==> src/rtl/assert_macros.svh <==
// ---------------------------------------------------------------------------
// Assertion macros
// Shared concurrent assertion shorthands for the RTL.
// ---------------------------------------------------------------------------
`ifndef ASSERT_MACROS_SVH
`define ASSERT_MACROS_SVH

// same-cycle implication
`define ASSERT_IMPLIES(label, clk, rst_n, ante, cons, msg) \
	label: assert property (@(posedge clk) disable iff (!rst_n) (ante) |-> (cons)) \
		else $error(msg);

// next-cycle implication
`define ASSERT_NEXT(label, clk, rst_n, ante, cons, msg) \
	label: assert property (@(posedge clk) disable iff (!rst_n) (ante) |=> (cons)) \
		else $error(msg);

`endif

==> src/rtl/lz77td_pkg.sv <==
// ---------------------------------------------------------------------------
// lz77td_pkg
// Types, sizes and helpers of the LZ77 triplet decoder.
// ---------------------------------------------------------------------------
package lz77td_pkg;

	localparam int HISTORY_DEPTH  = 1024;
	localparam int BYTES_PER_BEAT = 4;
	localparam int OUT_LANES      = 4;
	localparam int LANES          = (BYTES_PER_BEAT < OUT_LANES) ? BYTES_PER_BEAT : OUT_LANES;
	localparam int LANE_W         = $clog2(LANES);
	localparam int HIST_AW        = $clog2(HISTORY_DEPTH);
	localparam int AVAIL_W        = $clog2(HISTORY_DEPTH + 1);
	localparam int QUEUE_DEPTH    = 2;
	localparam int QPTR_W         = $clog2(QUEUE_DEPTH);
	localparam int QCNT_W         = $clog2(QUEUE_DEPTH + 1);

	typedef struct packed {
		logic [15:0] match_offset;
		logic [7:0]  match_length;
		logic [7:0]  next_byte;
		logic        first;
	} triplet_t;

	typedef struct packed {
		logic [7:0] byte_0;
		logic [7:0] byte_1;
		logic [7:0] byte_2;
		logic [7:0] byte_3;
		logic [2:0] valid_count;
		logic       last;
		logic       bad_offset;
	} beat_t;

	typedef struct packed {
		logic [AVAIL_W-1:0] offset;
		logic               off_one;
		logic [7:0]         length;
		logic [7:0]         next_byte;
		logic               bad;
	} cmd_t;

	typedef struct packed {
		logic               valid;
		logic               full;
	} queue_status_t;

	function automatic logic [HIST_AW-1:0] hist_inc(input logic [HIST_AW-1:0] a);
		return (a == HIST_AW'(HISTORY_DEPTH - 1)) ? '0 : a + 1'b1;
	endfunction

	function automatic logic [HIST_AW-1:0] hist_sub(input logic [HIST_AW-1:0] wp,
			input logic [AVAIL_W-1:0] off);
		logic [AVAIL_W:0] w;
		logic [AVAIL_W:0] o;
		logic [AVAIL_W:0] d;
		w = (AVAIL_W+1)'(wp);
		o = (AVAIL_W+1)'(off);
		if (w >= o) begin
			d = w - o;
		end else begin
			d = w + (AVAIL_W+1)'(HISTORY_DEPTH) - o;
		end
		return d[HIST_AW-1:0];
	endfunction

endpackage

==> src/rtl/lz77td_queue.sv <==
// ---------------------------------------------------------------------------
// lz77td_queue
// Short command queue between the front and the back.
// ---------------------------------------------------------------------------
module lz77td_queue import lz77td_pkg::*; (
	input  logic          clk,
	input  logic          arst_n,
	input  logic          push,
	input  cmd_t          push_cmd,
	input  logic          pop,
	output cmd_t          head,
	output queue_status_t status
);

	cmd_t              entry_q [QUEUE_DEPTH];
	logic [QPTR_W-1:0] wr_ptr_q;
	logic [QPTR_W-1:0] rd_ptr_q;
	logic [QCNT_W-1:0] count_q;

	assign head         = entry_q[rd_ptr_q];
	assign status.valid = (count_q != '0);
	assign status.full  = (count_q == QCNT_W'(QUEUE_DEPTH));

	always_ff @(posedge clk) begin
		if (push) begin
			entry_q[wr_ptr_q] <= push_cmd;
		end
	end

	always_ff @(posedge clk or negedge arst_n) begin
		if (!arst_n) begin
			wr_ptr_q <= '0;
			rd_ptr_q <= '0;
			count_q  <= '0;
		end else begin
			if (push) begin
				wr_ptr_q <= (wr_ptr_q == QPTR_W'(QUEUE_DEPTH - 1)) ? '0 : wr_ptr_q + 1'b1;
			end
			if (pop) begin
				rd_ptr_q <= (rd_ptr_q == QPTR_W'(QUEUE_DEPTH - 1)) ? '0 : rd_ptr_q + 1'b1;
			end
			if (push && !pop) begin
				count_q <= count_q + 1'b1;
			end else if (pop && !push) begin
				count_q <= count_q - 1'b1;
			end
		end
	end

endmodule

==> config.mk <==
export PLATFORM = sky130hd
export DESIGN_NAME = lz77td_queue
export DESIGN_NICKNAME = d
export VERILOG_FILES = /design/src/rtl/assert_macros.svh /design/src/rtl/lz77td_pkg.sv /design/src/rtl/lz77td_queue.sv
export SDC_FILE = /design/constraint.sdc
export NUM_CORES = 1
export LEC_CHECK = 0
export BUFFER_PORTS_ARGS = -buffer_cell sky130_fd_sc_hd__buf_2
export CORE_UTILIZATION = 40
export DETAILED_ROUTE_END_ITERATION = 10
export GPL_TIMING_DRIVEN = 0
export SLEW_MARGIN = 20
export SYNTH_ARGS = -nofsm -noshare
export SYNTH_HDL_FRONTEND = slang
export SYNTH_SLANG_ARGS = --single-unit
==> constraint.sdc <==
create_clock -name clk -period 2.8 [get_ports clk]
set_clock_uncertainty 0.2 [all_clocks]
set_input_delay 0.14 -clock clk [delete_from_list [all_inputs] [get_ports clk]]
set_output_delay 0.14 -clock clk [all_outputs]
set_load 0.01 [all_outputs]
## After elaboration in Yosys (flattened, before gate mapping)

Memories as Yosys holds them, arrays and structs flattened.
Cells that the tools add are included.
W data, S select, Z words.

| word-level totals | value |
|---|---|
| bits in registers | 4 |
| memory bits (writable) | 58 |
| memories | 1 |
| word-level logic and storage cells | 21 |

| operators by class | value |
|---|---|
| muxes and demuxes | 6 |
| reduce and logical (&&, ||, !) cells | 6 |
| eq/ne operators | 1 |
| add/sub/neg operators | 4 |

Memories:

| memory | words | width | read ports | clocked after memory_dff | wr ports | line | text |
|---|---|---|---|---|---|---|---|
| entry_q | 2 | 29 | 1 | 0 | 1 | lz77td_queue.sv:15 | `cmd_t entry_q [QUEUE_DEPTH];` |

Operators by type and width:

| cell | number |
|---|---|
| $mux W1 | 4 |
| $mux W2 | 2 |
| $reduce_bool A2 Y1 | 2 |
| $add A1 B1 Y1 const B | 2 |
| $add A2 B1 Y2 const B | 1 |
| $eq A2 B2 Y1 const B | 1 |
| $logic_and A1 B1 Y1 | 2 |
| $logic_not A1 Y1 | 2 |
| $sub A2 B1 Y2 const B | 1 |

## Depth between registers and ports, before layout

| logic depth | value |
|---|---|
| depth after elaboration | 4 |
| depth in mapped cells | 5 |
| depth with buffers taken out | 5 |

## Least setup slack after synthesis

No wires, ideal clock.

| timing | value |
|---|---|
| path kind | reg-to-reg |
| start | reg wr_ptr_q |
| end | mem entry_q[0][0] (netlist bit) (enable) |
| path slack | 0.472 ns |
| buffers on the path | 0 |
| cell stages (with the launch flop) | 2 |
| arrival time | 1.710 ns |
| data required time | 2.182 ns |
| cell sequence | dfrtp_1 -> nor2b_1 |

RTL lines:

| element | line | text |
|---|---|---|
| start, declared | lz77td_queue.sv:16 | `logic [QPTR_W-1:0] wr_ptr_q;` |
| start signal, assigned | lz77td_queue.sv:37 | `wr_ptr_q <= (wr_ptr_q == QPTR_W'(QUEUE_DEPTH - 1)) ? '0 : wr_ptr_q + 1'b1;` |
| end, declared | lz77td_queue.sv:15 |  |

No word-level cell before the write port.

==> impl_metrics.yaml <==
cts:
  path_clk_slew_ns: 0.06
  tritoncts: "yes"
  h-tree-depth: 3
  cts_made_buffers: 9
  clockRootBuffer: "clkbuf_8"
  clock_latency_ns: 0.32
  cts_buffer_depth: 2
  clock-sinks: 62
placement:
  dp_hpwl_um: 2530
  gp_congestion: 0.604
  dp.cells: 242
  port_buffers: 63
run:
  max_cap_viol_count: 0
yosys:
  syn_area_per_cell_um2: 22.6
  syn_area_um2: 2400
  synth_top_area_frac: 0.726
  synthCells: 106
  synth_edf_count: 58
  syn_nets: 140
  synth_top_flop_cell: "edfxtp_1"
  ys_seq_area_frac: 0.767
  synthArstFlopShare: 0.0645
  synth_common_cells: "58 x edfxtp_1, 29 x mux2_4, 4 x dfrtp_1, 4 x xor2_1, 3 x buf_6"
  yosysUniqueCellTypes: 12
  ys_ff_latch: 62
  synthTopCellsByArea: "edfxtp_1 73%, mux2_4 18%, dfrtp_1 4.2%"
  synth_area_leader_cell: "edfxtp_1"
  yosysMostFrequentCell: "edfxtp_1"
  yosysWarnings: 0
route:
  first_pass_iters: 4
  wl_per_cell_um: 13.9
  dr_total_vias: 1298
  ant_nets: 0
  drt-vias-per-instance: 4.46
  drt-initial-drc-count: 47
  wl_um: 4060
  drc: 0
final_layout:
  syn_to_final_growth_pct: 40.7
  nets: 248
  diodes: 0
  final_cells: 291
  drive_gt1_frac: 0.507
  fill_cells: 428
  post-route-util: 0.598
power:
  pwr-share-clk: 0.256
  p_int_mw: 2.29
  power-per-cell-area_nw_per_um2: 929
  power_frac_seq: 0.419
  finalPower_mw: 3.13
  vdd_drop_max_v: 0.000579
  leakage_nw: 1.40
  p_sw_uw: 841
  p_sw_frac: 0.268
  p_comb_frac: 0.326
critical_path:
  start_kind: "register"
  critPathArrivalTime_ns: 1.39
  cp-end-kind: "output pin"
  reg2reg_to: "entry_q[1][23]$_DFFE_PP_"
  critical_path_class: "register to output pin"
  r2r_cells: 1
  cp.required_ns: 2.46
  r2r-start: "wr_ptr_q$_DFFE_PN0P_"
  cp_max_fo: 10
  r2r_setup_slack_ns: 1.16
timing:
  min_period_ns: 1.73
  worstMarginPinSlew_ns: 0.725
  fin_crit_sh: 0.619
  fin_setup_tns_ns: 0
  fmax_ghz: 0.577
  finalHoldViolCount: 0
  rsz0062_at_grt: "no"
  slew-limit-headroom: 0.517
  finalSetupViolCount: 0
  slew_viol_final: 0
die:
  core_area_um2: 5640
  ios: 64
  die_h_um: 79.5
  die_w_um: 79.5
  fp-row-count: 27
  die_area_um2: 6310
  start_util: 0.425
hold_path:
  hold_path_class: "register to register"
  holdPathStages: 1
  min_from: "count_q[1]$_DFFE_PN0P_"
  holdPathEnd: "count_q[1]$_DFFE_PN0P_"
global_route:
  grt_pass1_vias: 1411
  overflow: 0
  grt_max_degree: 30
  grt_pass1_wl_um: 6520
  grtUsageTotal: 0.144
  grt_antenna_before_repair: 0
status:
  status: "finished clean"
==> final cells by class <==
type                       count  area [µm²]  share of cell area
clock inverter                 6        76.3              0.0226
inverter                       1        3.75             0.00111
tap                           72        90.1              0.0267
timing repair buffer          97         673               0.199
clock buffer                  10         128              0.0378
buffer                         3        33.8              0.0100
sequential                    62        1840               0.546
multi-input combinational     40         529               0.157
==> cell usage in the layout (no fill, tap or decap) <==
master and n:
nor2b_4 1, xnor2_1 1, dlygate4sd3_1 33, and2_2 1, edfxtp_1 58, clkinv_2 1
or2_2 1, clkbuf_1 1, dfrtp_1 4, buf_6 3, clkbuf_8 9, buf_2 63
inv_1 1, mux2_4 29, ha_1 1, nor2_1 1, bufinv_16 2, clkinv_1 3
nor2b_1 1, buf_16 1, xor2_1 4
==> kinds of logic (layout without fill, tap and decap cells) <==
family,count (synthesis),after routing,share of synthesized area
adders and majority gates,1,1,0.00521
DFF,62,62,0.767
muxes,29,29,0.181
xor gates and xnor gates,5,5,0.0182
and+or+nand+nor,5,5,0.0120
buffers and inverters,4,117,0.0156
==> power groups by stage <==
stage | Sequential, mW | Combinational [mW] | Clock [mW]
6_report | 1.31 | 1.02 | 0.801
5_1_grt | 1.33 | 1.10 | 0.862
4_1_cts | 1.31 | 1.04 | 0.823
3_5_place_dp | 1.33 | 0.998 | 0
3_3_place_gp | 1.32 | 0.963 | 0
2_1_floorplan | 1.31 | 0.686 | 0
==> state kept, by name, summed over array words and instances, names as in the netlist <==
name	count
count_q	2
entry_q	58
rd_ptr_q	1
wr_ptr_q	1
==> worst max path at each step <==
stage	to	start	cells after the start	slack [ns]
final	head[18]	rd_ptr_q$_DFFE_PN0P_	3	1.07
after global routing	head[18]	rd_ptr_q$_DFFE_PN0P_	3	1.01
after CTS	head[8]	rd_ptr_q$_DFFE_PN0P_	3	1.04
after detailed placement	entry_q[1][19]$_DFFE_PP_	wr_ptr_q$_DFFE_PN0P_	1	1.13
after global placement	entry_q[0][19]$_DFFE_PP_	wr_ptr_q$_DFFE_PN0P_	1	-0.22
after floorplan	entry_q[0][0]$_DFFE_PP_	wr_ptr_q$_DFFE_PN0P_	1	0.47
==> per-stage QoR <==
stage	cell area [µm²]	hold WS (ns)	worst slack, ns
4_1_cts	3380	0.286	1.04
3_3_place_gp	2810	-0.250	-0.220
6_report	3380	0.278	1.07
3_5_place_dp	2840	-0.250	1.13
2_1_floorplan	2400	-0.356	0.472
5_1_grt	3380	0.310	1.01
==> layer usage <==
layer	GRT usage	share of wire	wire, µm	vias up
li1	-	-	-	626
met1	0.174	0.44	1770	623
met2	0.240	0.51	2060	45
met3	0.0331	0.049	197	4
met4	0.0709	0.0076	31	0
met5	0	0	0	-
==> worst max-delay path, cell delays in order (launching register included) <==
cell	delay, ns
dfrtp_1	0.41
buf_6	0.20
mux2_4	0.32
buf_2	0.14
==> what timing repair did <==
action,CTS,global route
buffers inserted,0,0
hold buffers,33,0
resized for setup,0,0
endpoints found under the hold margin,64,0
No activity file was read; power rests on OpenSTA's default activity.
