==> src/rtl/assert_macros.svh <==
// ---------------------------------------------------------------------------
// Assertion macros
// Shared concurrent assertion shorthands for the RTL.
// ---------------------------------------------------------------------------
`ifndef ASSERT_MACROS_SVH
`define ASSERT_MACROS_SVH

// same-cycle implication
`define ASSERT_IMPLIES(label, clk, rst_n, ante, cons, msg) \
	label: assert property (@(posedge clk) disable iff (!rst_n) (ante) |-> (cons)) \
		else $error(msg);

// next-cycle implication
`define ASSERT_NEXT(label, clk, rst_n, ante, cons, msg) \
	label: assert property (@(posedge clk) disable iff (!rst_n) (ante) |=> (cons)) \
		else $error(msg);

`endif

==> src/rtl/lz77td_pkg.sv <==
// ---------------------------------------------------------------------------
// lz77td_pkg
// Types, sizes and helpers of the LZ77 triplet decoder.
// ---------------------------------------------------------------------------
package lz77td_pkg;

	localparam int HISTORY_DEPTH  = 1024;
	localparam int BYTES_PER_BEAT = 4;
	localparam int OUT_LANES      = 4;
	localparam int LANES          = (BYTES_PER_BEAT < OUT_LANES) ? BYTES_PER_BEAT : OUT_LANES;
	localparam int LANE_W         = $clog2(LANES);
	localparam int HIST_AW        = $clog2(HISTORY_DEPTH);
	localparam int AVAIL_W        = $clog2(HISTORY_DEPTH + 1);
	localparam int QUEUE_DEPTH    = 2;
	localparam int QPTR_W         = $clog2(QUEUE_DEPTH);
	localparam int QCNT_W         = $clog2(QUEUE_DEPTH + 1);

	typedef struct packed {
		logic [15:0] match_offset;
		logic [7:0]  match_length;
		logic [7:0]  next_byte;
		logic        first;
	} triplet_t;

	typedef struct packed {
		logic [7:0] byte_0;
		logic [7:0] byte_1;
		logic [7:0] byte_2;
		logic [7:0] byte_3;
		logic [2:0] valid_count;
		logic       last;
		logic       bad_offset;
	} beat_t;

	typedef struct packed {
		logic [AVAIL_W-1:0] offset;
		logic               off_one;
		logic [7:0]         length;
		logic [7:0]         next_byte;
		logic               bad;
	} cmd_t;

	typedef struct packed {
		logic               valid;
		logic               full;
	} queue_status_t;

	function automatic logic [HIST_AW-1:0] hist_inc(input logic [HIST_AW-1:0] a);
		return (a == HIST_AW'(HISTORY_DEPTH - 1)) ? '0 : a + 1'b1;
	endfunction

	function automatic logic [HIST_AW-1:0] hist_sub(input logic [HIST_AW-1:0] wp,
			input logic [AVAIL_W-1:0] off);
		logic [AVAIL_W:0] w;
		logic [AVAIL_W:0] o;
		logic [AVAIL_W:0] d;
		w = (AVAIL_W+1)'(wp);
		o = (AVAIL_W+1)'(off);
		if (w >= o) begin
			d = w - o;
		end else begin
			d = w + (AVAIL_W+1)'(HISTORY_DEPTH) - o;
		end
		return d[HIST_AW-1:0];
	endfunction

endpackage

==> src/rtl/lz77td_front.sv <==
// ---------------------------------------------------------------------------
// lz77td_front
// Accept triplets, track stream history length, flag bad offsets.
// ---------------------------------------------------------------------------
module lz77td_front import lz77td_pkg::*; (
	input  logic          clk,
	input  logic          arst_n,
	input  triplet_t      triplet,
	input  logic          triplet_valid,
	output logic          triplet_stall,
	input  queue_status_t q_status,
	output logic          push,
	output cmd_t          push_cmd
);

	logic [AVAIL_W-1:0] avail_q;
	logic [AVAIL_W-1:0] avail_cur;
	logic [AVAIL_W+8:0] avail_sum;
	logic               bad;

	assign triplet_stall = q_status.full;
	assign push          = triplet_valid && !q_status.full;

	assign avail_cur = triplet.first ? '0 : avail_q;
	assign bad = (triplet.match_length != '0) &&
		((triplet.match_offset == '0) || (17'(triplet.match_offset) > 17'(avail_cur)));
	assign avail_sum = (AVAIL_W+9)'(avail_cur) + (AVAIL_W+9)'(triplet.match_length) + 1'b1;

	always_comb begin
		push_cmd.offset    = triplet.match_offset[AVAIL_W-1:0];
		push_cmd.off_one   = (triplet.match_offset == 16'd1);
		push_cmd.length    = triplet.match_length;
		push_cmd.next_byte = triplet.next_byte;
		push_cmd.bad       = bad;
	end

	always_ff @(posedge clk or negedge arst_n) begin
		if (!arst_n) begin
			avail_q <= '0;
		end else if (push) begin
			if (bad) begin
				avail_q <= avail_cur;
			end else if (avail_sum >= (AVAIL_W+9)'(HISTORY_DEPTH)) begin
				avail_q <= AVAIL_W'(HISTORY_DEPTH);
			end else begin
				avail_q <= avail_sum[AVAIL_W-1:0];
			end
		end
	end

endmodule

==> config.mk <==
export PLATFORM = sky130hd
export DESIGN_NAME = lz77td_front
export DESIGN_NICKNAME = d
export VERILOG_FILES = /design/src/rtl/assert_macros.svh /design/src/rtl/lz77td_pkg.sv /design/src/rtl/lz77td_front.sv
export SDC_FILE = /design/constraint.sdc
export NUM_CORES = 1
export LEC_CHECK = 0
export ABC_AREA = 1
export BUFFER_PORTS_ARGS = -buffer_cell sky130_fd_sc_hd__buf_2
export CAP_MARGIN = 40
export CORE_ASPECT_RATIO = 0.8
export CORE_UTILIZATION = 40
export DETAILED_ROUTE_END_ITERATION = 10
export PLACE_DENSITY = 0.69
export REMOVE_ABC_BUFFERS = 1
export SLEW_MARGIN = 0
export SYNTH_ARGS = -nofsm -noshare
export SYNTH_HDL_FRONTEND = slang
export SYNTH_SLANG_ARGS = --single-unit
export TNS_END_PERCENT = 20
==> constraint.sdc <==
create_clock -name clk -period 1.9 [get_ports clk]
set_input_delay 0.095 -clock clk [delete_from_list [all_inputs] [get_ports clk]]
set_output_delay 0.095 -clock clk [all_outputs]
set_load 0.02 [all_outputs]
## Word level (Yosys, flattened, before mapping)

Index checks and enable logic that the tools add are counted.

- Add/sub/neg operators: 2
- $lt $le $gt $ge: 2
- Equality and inequality tests: 1
- Multiplexer cells: 3
- Reduce and logical (&&, ||, !) cells: 6

Operators with widths:

| kind | count |
|---|---|
| two-way mux 11 bit | 3 |
| == test 16 x 1 -> 1 bit, second input constant | 1 |
| greater-than comparator 16 x 11 -> 1 bit | 1 |
| logical NOT 16 bit | 1 |
| adder 12 x 1 -> 13 bit, second input constant | 1 |
| >= comparator 13 x 11 -> 1 bit, second input constant | 1 |
| adder 11 x 8 -> 12 bit | 1 |
| nonzero test 8 bit | 1 |
| logical AND 1 bit | 2 |
| logical NOT 1 bit | 1 |
| logical OR 1 bit | 1 |

- Bits in registers: 11
- Output and inout port bits: 31
- Word-level logic and storage cells: 15

## Longest topological paths before layout

Gate-level depths: netlist of the first run.

- Depth after elaboration: 6
- Mapped depth: 22

## Worst setup path after synthesis of the first run

OpenSTA, ideal clock, no wires.

- Path kind: reg2reg
- Start: reg avail_q[0]
- End: reg avail_q[6]
- Library setup time: 0.065 ns
- Arrival: 1.927 ns
- Required time: 1.835 ns
- Slack: -0.092 ns
- Cell stages (with the launch flop): 18
- Path buffers: 1
- Period minus slack after synthesis: 1.992 ns
- Cells stage by stage: dfrtp_1 nand2_1 ha_1 fa_1 inv_1 nand4_1 nand2_2 nand2_1 nand2_2 nand2_1 nand2_1 nand3_2 buf_6 nor2_2 nand2_1 nand2_1 nand2_1 nand2_1

- Cells in the longest elaborated chain, start to end: 6
- Elaborated cells between the ends (all ways): 9
- Those cells by class: add/sub (2); order compare (2); mux (3); reduce/logical (2)

RTL lines:

| what | line | text |
|---|---|---|
| from (decl) | lz77td_front.sv:16 | `logic [AVAIL_W-1:0] avail_q;` |
| from (signal assigned) | lz77td_front.sv:42 | `avail_q <= avail_cur;` |
| from (signal assigned) | lz77td_front.sv:44 | `avail_q <= AVAIL_W'(HISTORY_DEPTH);` |
| from (signal assigned) | lz77td_front.sv:46 | `avail_q <= avail_sum[AVAIL_W-1:0];` |
| two-way mux 11 bit (*) | lz77td_front.sv:24 | `assign avail_cur = triplet.first ? '0 : avail_q;` |
| adder 11 x 8 -> 12 bit | lz77td_front.sv:27 | `assign avail_sum = (AVAIL_W+9)'(avail_cur) + (AVAIL_W+9)'(triplet.match_length) + 1'b1;` |
| adder 12 x 1 -> 13 bit | lz77td_front.sv:27 |  |
| >= comparator 13 x 11 -> 1 bit | lz77td_front.sv:43 | `end else if (avail_sum >= (AVAIL_W+9)'(HISTORY_DEPTH)) begin` |
| two-way mux 11 bit | lz77td_front.sv:43 |  |
| two-way mux 11 bit (*) | lz77td_front.sv:41 | `if (bad) begin` |

Every way passes the cells marked *; elsewhere a longest branch is shown, timed or not.
A chain may end at the register's enable or synchronous reset.

## Worst setup path in the final report of the first run

Same ends and word-level chain as after synthesis.

==> key figures, run 1 <==
Worst setup path
  • Setup CP Type: reg -> reg
  • Reg2reg path depth: 16
  • Crit end category: flop
  • WP data required: 2.03 ns
  • Worst r2r dst: avail_q[6]
  • Crit path arrival time: 2.28 ns
  • CP startpoint kind: flop
  • Worst reg2reg path startpoint: avail_q[0]
  • Crit-path max FO: 5
  • CP endpoint: avail_q[6]
  • R2r setup slk: -0.25 ns
  • Critical Path Source: avail_q[0]

STA
  • Worst setup margin: -0.252 ns
  • Final worst path period need: 2.15 ns
  • RSZ-0062 raised after global routing: true
  • Hold Vio Cnt, Final: 0
  • Max-slew violation count: 0
  • Slew HR: 0.745
  • Worst-Margin Slew: 0.381 ns
  • Max frequency: 465 MHz
  • Endpoints failing setup: 12
  • Max Clock Skew: 0.0135 ns
  • Tcrit/Tclk final: 1.13
  • Hold Slack: 0.190 ns

Cells and area
  • Top flop regs: avail_q (11)
  • Area occupied by multi-input gates: 1260 um^2
  • Max reg flops: 11
  • Antenna cells: 0
  • Register area: 275 um^2
  • Final Cell Area: 2470 um^2
  • Proportion of layout cells with a drive suffix above 1: 0.384
  • Final #Nets: 427
  • Post-route insts no fill: 429
  • Synth-to-Final Area Change: 31.4%
  • Register bank with the most flops: avail_q
  • Filler cells: 425

Worst hold path
  • Worst min path class: in -> out
  • Hold depth: 0

Drt
  • Initial DRT Pass Iterations: 4
  • Drt total wl: 5250 um
  • Drc violations: 0
  • ANT nets after route: 0
  • WL/cell: 12.2 um
  • Via count: 2096
  • Drt via density: 4.89
  • Initial DRC Count: 160

Clocking
  • Clk slew on worst S/H paths: 0.06 ns
  • CTS buffer count: 3
  • # H-tree levels: 1
  • # clock sinks: 11
  • Clk root buf: clkbuf_8
  • Clk_lat worst skew: 0.25 ns
  • Max clock buf depth: 2
  • CTS tree: built

GRT
  • Overall routing resource usage: 0.208
  • Global-route wire length before repair: 8200 um
  • Initial antenna violation count: 0
  • Vias in the first global route: 1855
  • Largest net degree at the start of global routing: 14
  • Grt ovf: 0

Die
  • Starting density of the core: 0.434
  • IO Count: 69
  • Core Area: 4340 um^2
  • Die width: 78.7 um
  • Num rows: 21
  • Die Footprint: 4990 um^2
  • Die height: 63.4 um

Placed design
  • Post-placement cell count: 414
  • Port bufs: 51
  • Area post-placement: 2180 um^2
  • HPWL Detailed: 3950 um
  • GP Congestion: 0.976

Synth
  • #FFs+latches synth: 11
  • Share of the synthesized area in the top cell type: 0.225
  • Synth area leaders: nand2_1 (23%), dfrtp_1 (15%), buf_4 (12%)
  • Mean Syn Cell Area: 6.07 um^2
  • Synth Instances: 310
  • Synth Cell Area: 1880 um^2
  • Area leader, netlist: nand2_1
  • Post-synthesis sequential area ratio: 0.146
  • Synth cell types: 27
  • Yosys warnings: 0

Status
  • Violated checks: negative setup slack
  • Outcome: finished with violations

Pwr
  • Sw frac: 0.353
  • LEAKAGE: 1.46 nW
  • Internal cell power: 534 uW
  • PD cells: 334 nW/um^2
  • Worst VDD drop: 0.272 mV
  • Psw: 291 uW
  • Gate power share: 0.403
  • Fraction of power consumed by sequential logic: 0.300
  • Tot Pwr: 825 uW
  • Clk pwr share: 0.297

Run
  • Max_cap viols: 0
[final cells by class]
cell class	instances	area share
clock buffer	4	0.0182
inverter	44	0.0668
timing repair buffer	94	0.266
tap	57	0.0288
multi-input combinational	219	0.509
sequential	11	0.111
[cells by family (layout without fill, tap and decap cells)]
kind of cell               count (synthesis)  after routing  share of synthesized area
and+or+nand+nor                          187            187                      0.435
buffers and inverters                     80            142                      0.249
adders and majority gates                 16             16                      0.110
DFF                                       11             11                      0.146
AOI/OAI and AO/OA                         10             10                     0.0326
xor gates and xnor gates                   6              6                     0.0279
[routing by layer]
metal / share of wire / global-route usage / vias up
met5: 0 / 0 / -
met2: 0.43 / 0.311 / 104
met3: 0.10 / 0.0565 / 5
met1: 0.45 / 0.295 / 932
met4: 0.012 / 0.0463 / 0
li1: - / - / 1055
[power groups by stage]
stage,Combinational [mW],Clock [mW],Sequential (mW)
finish,0.333,0.245,0.247
global route,0.367,0.262,0.248
CTS,0.312,0.246,0.247
detailed placement,0.298,0,0.251
global placement,0.295,0,0.250
floorplan,0.130,0,0.249
[worst min path at each step]
stage	to	startpoint	slack, ns
finish	push_cmd[1]	triplet[1]	0.19
global route	push_cmd[2]	triplet[2]	0.19
CTS	push_cmd[1]	triplet[1]	0.19
detailed placement	avail_q[9]	arst_n	-0.004
global placement	avail_q[0]	arst_n	-0.002
floorplan	avail_q[0]	arst_n	-0.20
[Yosys cell counts, drive strengths merged]
cell and count:
nand3 27, buf 32, ha 15, nor3 4
o21bai 1, inv 44, nor4 3, dlygate4sd3 1
and2 1, fa 1, o211a 1, nand4 3
nor2 29, and3 2, dfrtp 11, nand2 118
o21ai 3, xor2 6, a21oi 5, clkbuf 3
[cells in the final DEF (no fill, tap or decap), drive strengths merged]
cell type / instances
a21oi: 5
and2: 1
and3: 2
buf: 92
clkbuf: 5
dfrtp: 11
dlygate4sd3: 1
fa: 1
ha: 15
inv: 44
nand2: 118
nand3: 27
nand4: 3
nor2: 29
nor3: 4
nor4: 3
o211a: 1
o21ai: 3
o21bai: 1
xor2: 6
[through the flow]
stage	setup slack (ns)	setup TNS (ns)	util
after CTS	-0.234	-2.47	0.540
after detailed placement	-0.296	-3.33	0.504
after global placement	-0.238	-2.61	0.504
final	-0.252	-2.77	0.571
after floorplan	-0.233	-2.49	-
after global routing	-0.421	-4.66	0.571
[critical path: stages, from the launching register on]
cell and delay [ns]:
dfrtp_1 0.37, nand2_2 0.08, ha_4 0.17, fa_2 0.36, inv_2 0.05, nand4_1 0.09, nand2_2 0.11, nand2_1 0.06
nand2_2 0.08, nand3_1 0.12, nand3_4 0.14, clkbuf_16 0.16, nor2_2 0.03, nand2_1 0.06, nand2_1 0.04, nand2_1 0.05
nand2_1 0.04
[what timing repair did]
action,in CTS,in global routing
setup endpoints to repair,12,12
resized for setup,18,17
hold endpoints to repair,11,0
hold buffers,1,0
pin swaps,9,15
setup buffers,5,4
gates cloned,0,1
Note: power is estimated with default switching activity, not from simulation.
==> run 2: changes to the inputs <==
--- a/config.mk
+++ b/config.mk
@@ -9,6 +9,7 @@
 export BUFFER_PORTS_ARGS = -buffer_cell sky130_fd_sc_hd__buf_2
 export CAP_MARGIN = 40
 export CORE_ASPECT_RATIO = 0.8
+export CORE_MARGIN = 8
 export CORE_UTILIZATION = 40
 export DETAILED_ROUTE_END_ITERATION = 10
 export PLACE_DENSITY = 0.69
==> run 2 against run 1 <==
The run still ends with negative setup slack left. Sequential share of layout area is 0.24 points higher. Via count fell by 5.0%. Critical path depth did not move. Critical endpoint is now avail_q[0]. Largest power group unchanged. Highest routed layer unchanged.
==> key figures, run 2 (synthesis gave the netlist of run 1 again) <==
Status
  • Outcome: finished with violations
  • Violated checks: negative setup slack

Worst setup path
  • Critical path's most frequent cell: nand2_1
  • CP startpoint kind: flop
  • Worst reg2reg path startpoint: avail_q[5]
  • Largest stage delay on the critical path: 0.38 ns
  • Crit path arrival time: 2.32 ns
  • Crit end category: flop
  • Setup CP Type: reg -> reg
  • WP data required: 2.08 ns
  • CP Cell Sequence: nand2_1 > inv_1 > ha_1 > inv_2 > o21bai_1 > a21oi_1 > nand2_2 > nand2_2 > nand2_1 > nand3_2 > buf_6 > nor2_4 > nand2_1 > nand2_1 > nand2_1 > nand2_1
  • Slowest cell on the critical path: dfrtp_1
  • Critical Path Source: avail_q[5]
  • Crit-path max FO: 5

STA
  • Worst-Margin Slew: 0.360 ns
  • Slew HR: 0.760
  • Tcrit/Tclk final: 1.13
  • Max-slew violation count: 0
  • Worst setup margin: -0.239 ns
  • Setup_tns: -2.41 ns
  • Endpoints failing setup: 12
  • Hold Vio Cnt, Final: 0
  • Max Clock Skew: 0.00513 ns
  • RSZ-0062 raised after global routing: true
  • Final worst path period need: 2.14 ns
  • Max frequency: 467 MHz

GRT
  • Global-route wire length before repair: 8800 um
  • Overall routing resource usage: 0.145
  • Initial antenna violation count: 0
  • Grt ovf: 0
  • Vias in the first global route: 1897
  • Largest net degree at the start of global routing: 14

Cells and area
  • Register bank with the most flops: avail_q
  • Final Cell Area: 2420 um^2
  • Commonest non-fill, non-tap cell in the layout: nand2_1
  • Proportion of layout cells with a drive suffix above 1: 0.378
  • Antenna cells: 0
  • Commonest non-fill, non-tap cells in the layout: nand2_1 (104), buf_2 (50), inv_1 (38)
  • Final #Nets: 423
  • Max reg flops: 11
  • Final Core Density: 0.530
  • Top flop regs: avail_q (11)
  • Synth-to-Final Area Change: 28.6%

Clocking
  • Clk root buf: clkbuf_8
  • CTS buffer count: 3
  • CTS tree: built
  • # clock sinks: 11
  • # H-tree levels: 1
  • Clk slew on worst S/H paths: 0.06 ns
  • Max clock buf depth: 2
  • Clk_lat worst skew: 0.24 ns

Placed design
  • Port bufs: 51
  • Setup WS pre-CTS: -0.260 ns
  • GP Congestion: 0.903
  • HPWL Detailed: 4240 um
  • Area post-placement: 2160 um^2

Die
  • Core Area: 4570 um^2
  • Die height: 77.4 um
  • Starting density of the core: 0.412
  • IO Count: 69
  • Die width: 92.7 um
  • Num rows: 22
  • Die Footprint: 7170 um^2

Drt
  • WL/cell: 12.6 um
  • Initial DRC Count: 65
  • Drt via density: 4.65
  • ANT nets after route: 0
  • Via count: 1991
  • Drc violations: 0
  • Drt total wl: 5410 um
  • Initial DRT Pass Iterations: 5

Worst hold path
  • Worst min path class: in -> out
  • Hold_sp: triplet[1]

Pwr
  • Clk pwr share: 0.296
  • Gate power share: 0.404
  • Psw: 291 uW
  • Worst VDD drop: 0.233 mV
  • LEAKAGE: 1.44 nW
  • Internal cell power: 534 uW
  • Fraction of power consumed by sequential logic: 0.299
  • PD cells: 341 nW/um^2
  • Sw frac: 0.353

Run
  • Max_cap viols: 0
run 2: final timing paths:
kind | endpoint | slack (ns) | cells past startpoint
max | avail_q[0] | -0.24 | 16
max reg2reg | avail_q[0] | -0.24 | 16
min reg2reg | avail_q[6] | 0.48 | 2
max in group asynchronous | avail_q[4] | 1.39 | 2
min in group asynchronous | avail_q[5] | 0.28 | 2
min | push_cmd[1] | 0.19 | 0
run 2: power groups by stage:
stage | clock (mW) | combinational [mW] | sequential (mW)
floorplan | 0 | 0.130 | 0.249
global placement | 0 | 0.289 | 0.251
detailed placement | 0 | 0.294 | 0.251
CTS | 0.248 | 0.313 | 0.247
global route | 0.261 | 0.368 | 0.248
finish | 0.245 | 0.333 | 0.247
run 2: cell type report:
class	count	area (um^2)
flip-flops and latches	11	275
fillers	468	2150
multi-input cells	219	1270
clock buffers	4	45.0
inverters	44	165
well taps	60	75.1
repair buffers	90	592
run 2: worst max-delay path: cells and delay by family, from the launching register on:
family / cells / cell delay, ns
AOI/OAI and AO/OA: 2 / 0.33
and+or+nand+nor: 10 / 0.72
adders and majority gates: 1 / 0.32
DFF: 1 / 0.38
buffers and inverters: 3 / 0.30
run 2: metal layers:
layer	global-route usage	vias to the layer above	share of wire	routed length [um]
met5	0	-	0	0
li1	-	1043	-	-
met3	0.0433	4	0.046	251
met1	0.184	893	0.45	2430
met2	0.243	51	0.50	2690
met4	0.0193	0	0.0072	39
run 2: metrics by stage:
step                hold WS [ns]  power (mW)  cells
finish                     0.190       0.825    428
global route               0.190       0.877    428
CTS                        0.190       0.808    427
detailed placement      -0.00806       0.545    417
global placement         -0.0167       0.540    417
floorplan                 -0.201       0.379    274
run 2: repair_timing:
action	CTS	global route
gates resized for setup	22	17
endpoints found under the hold margin	11	0
buffers inserted	5	1
gates cloned	0	0
hold buffers	1	0
pin swaps	10	15
endpoints found under the setup margin	12	12
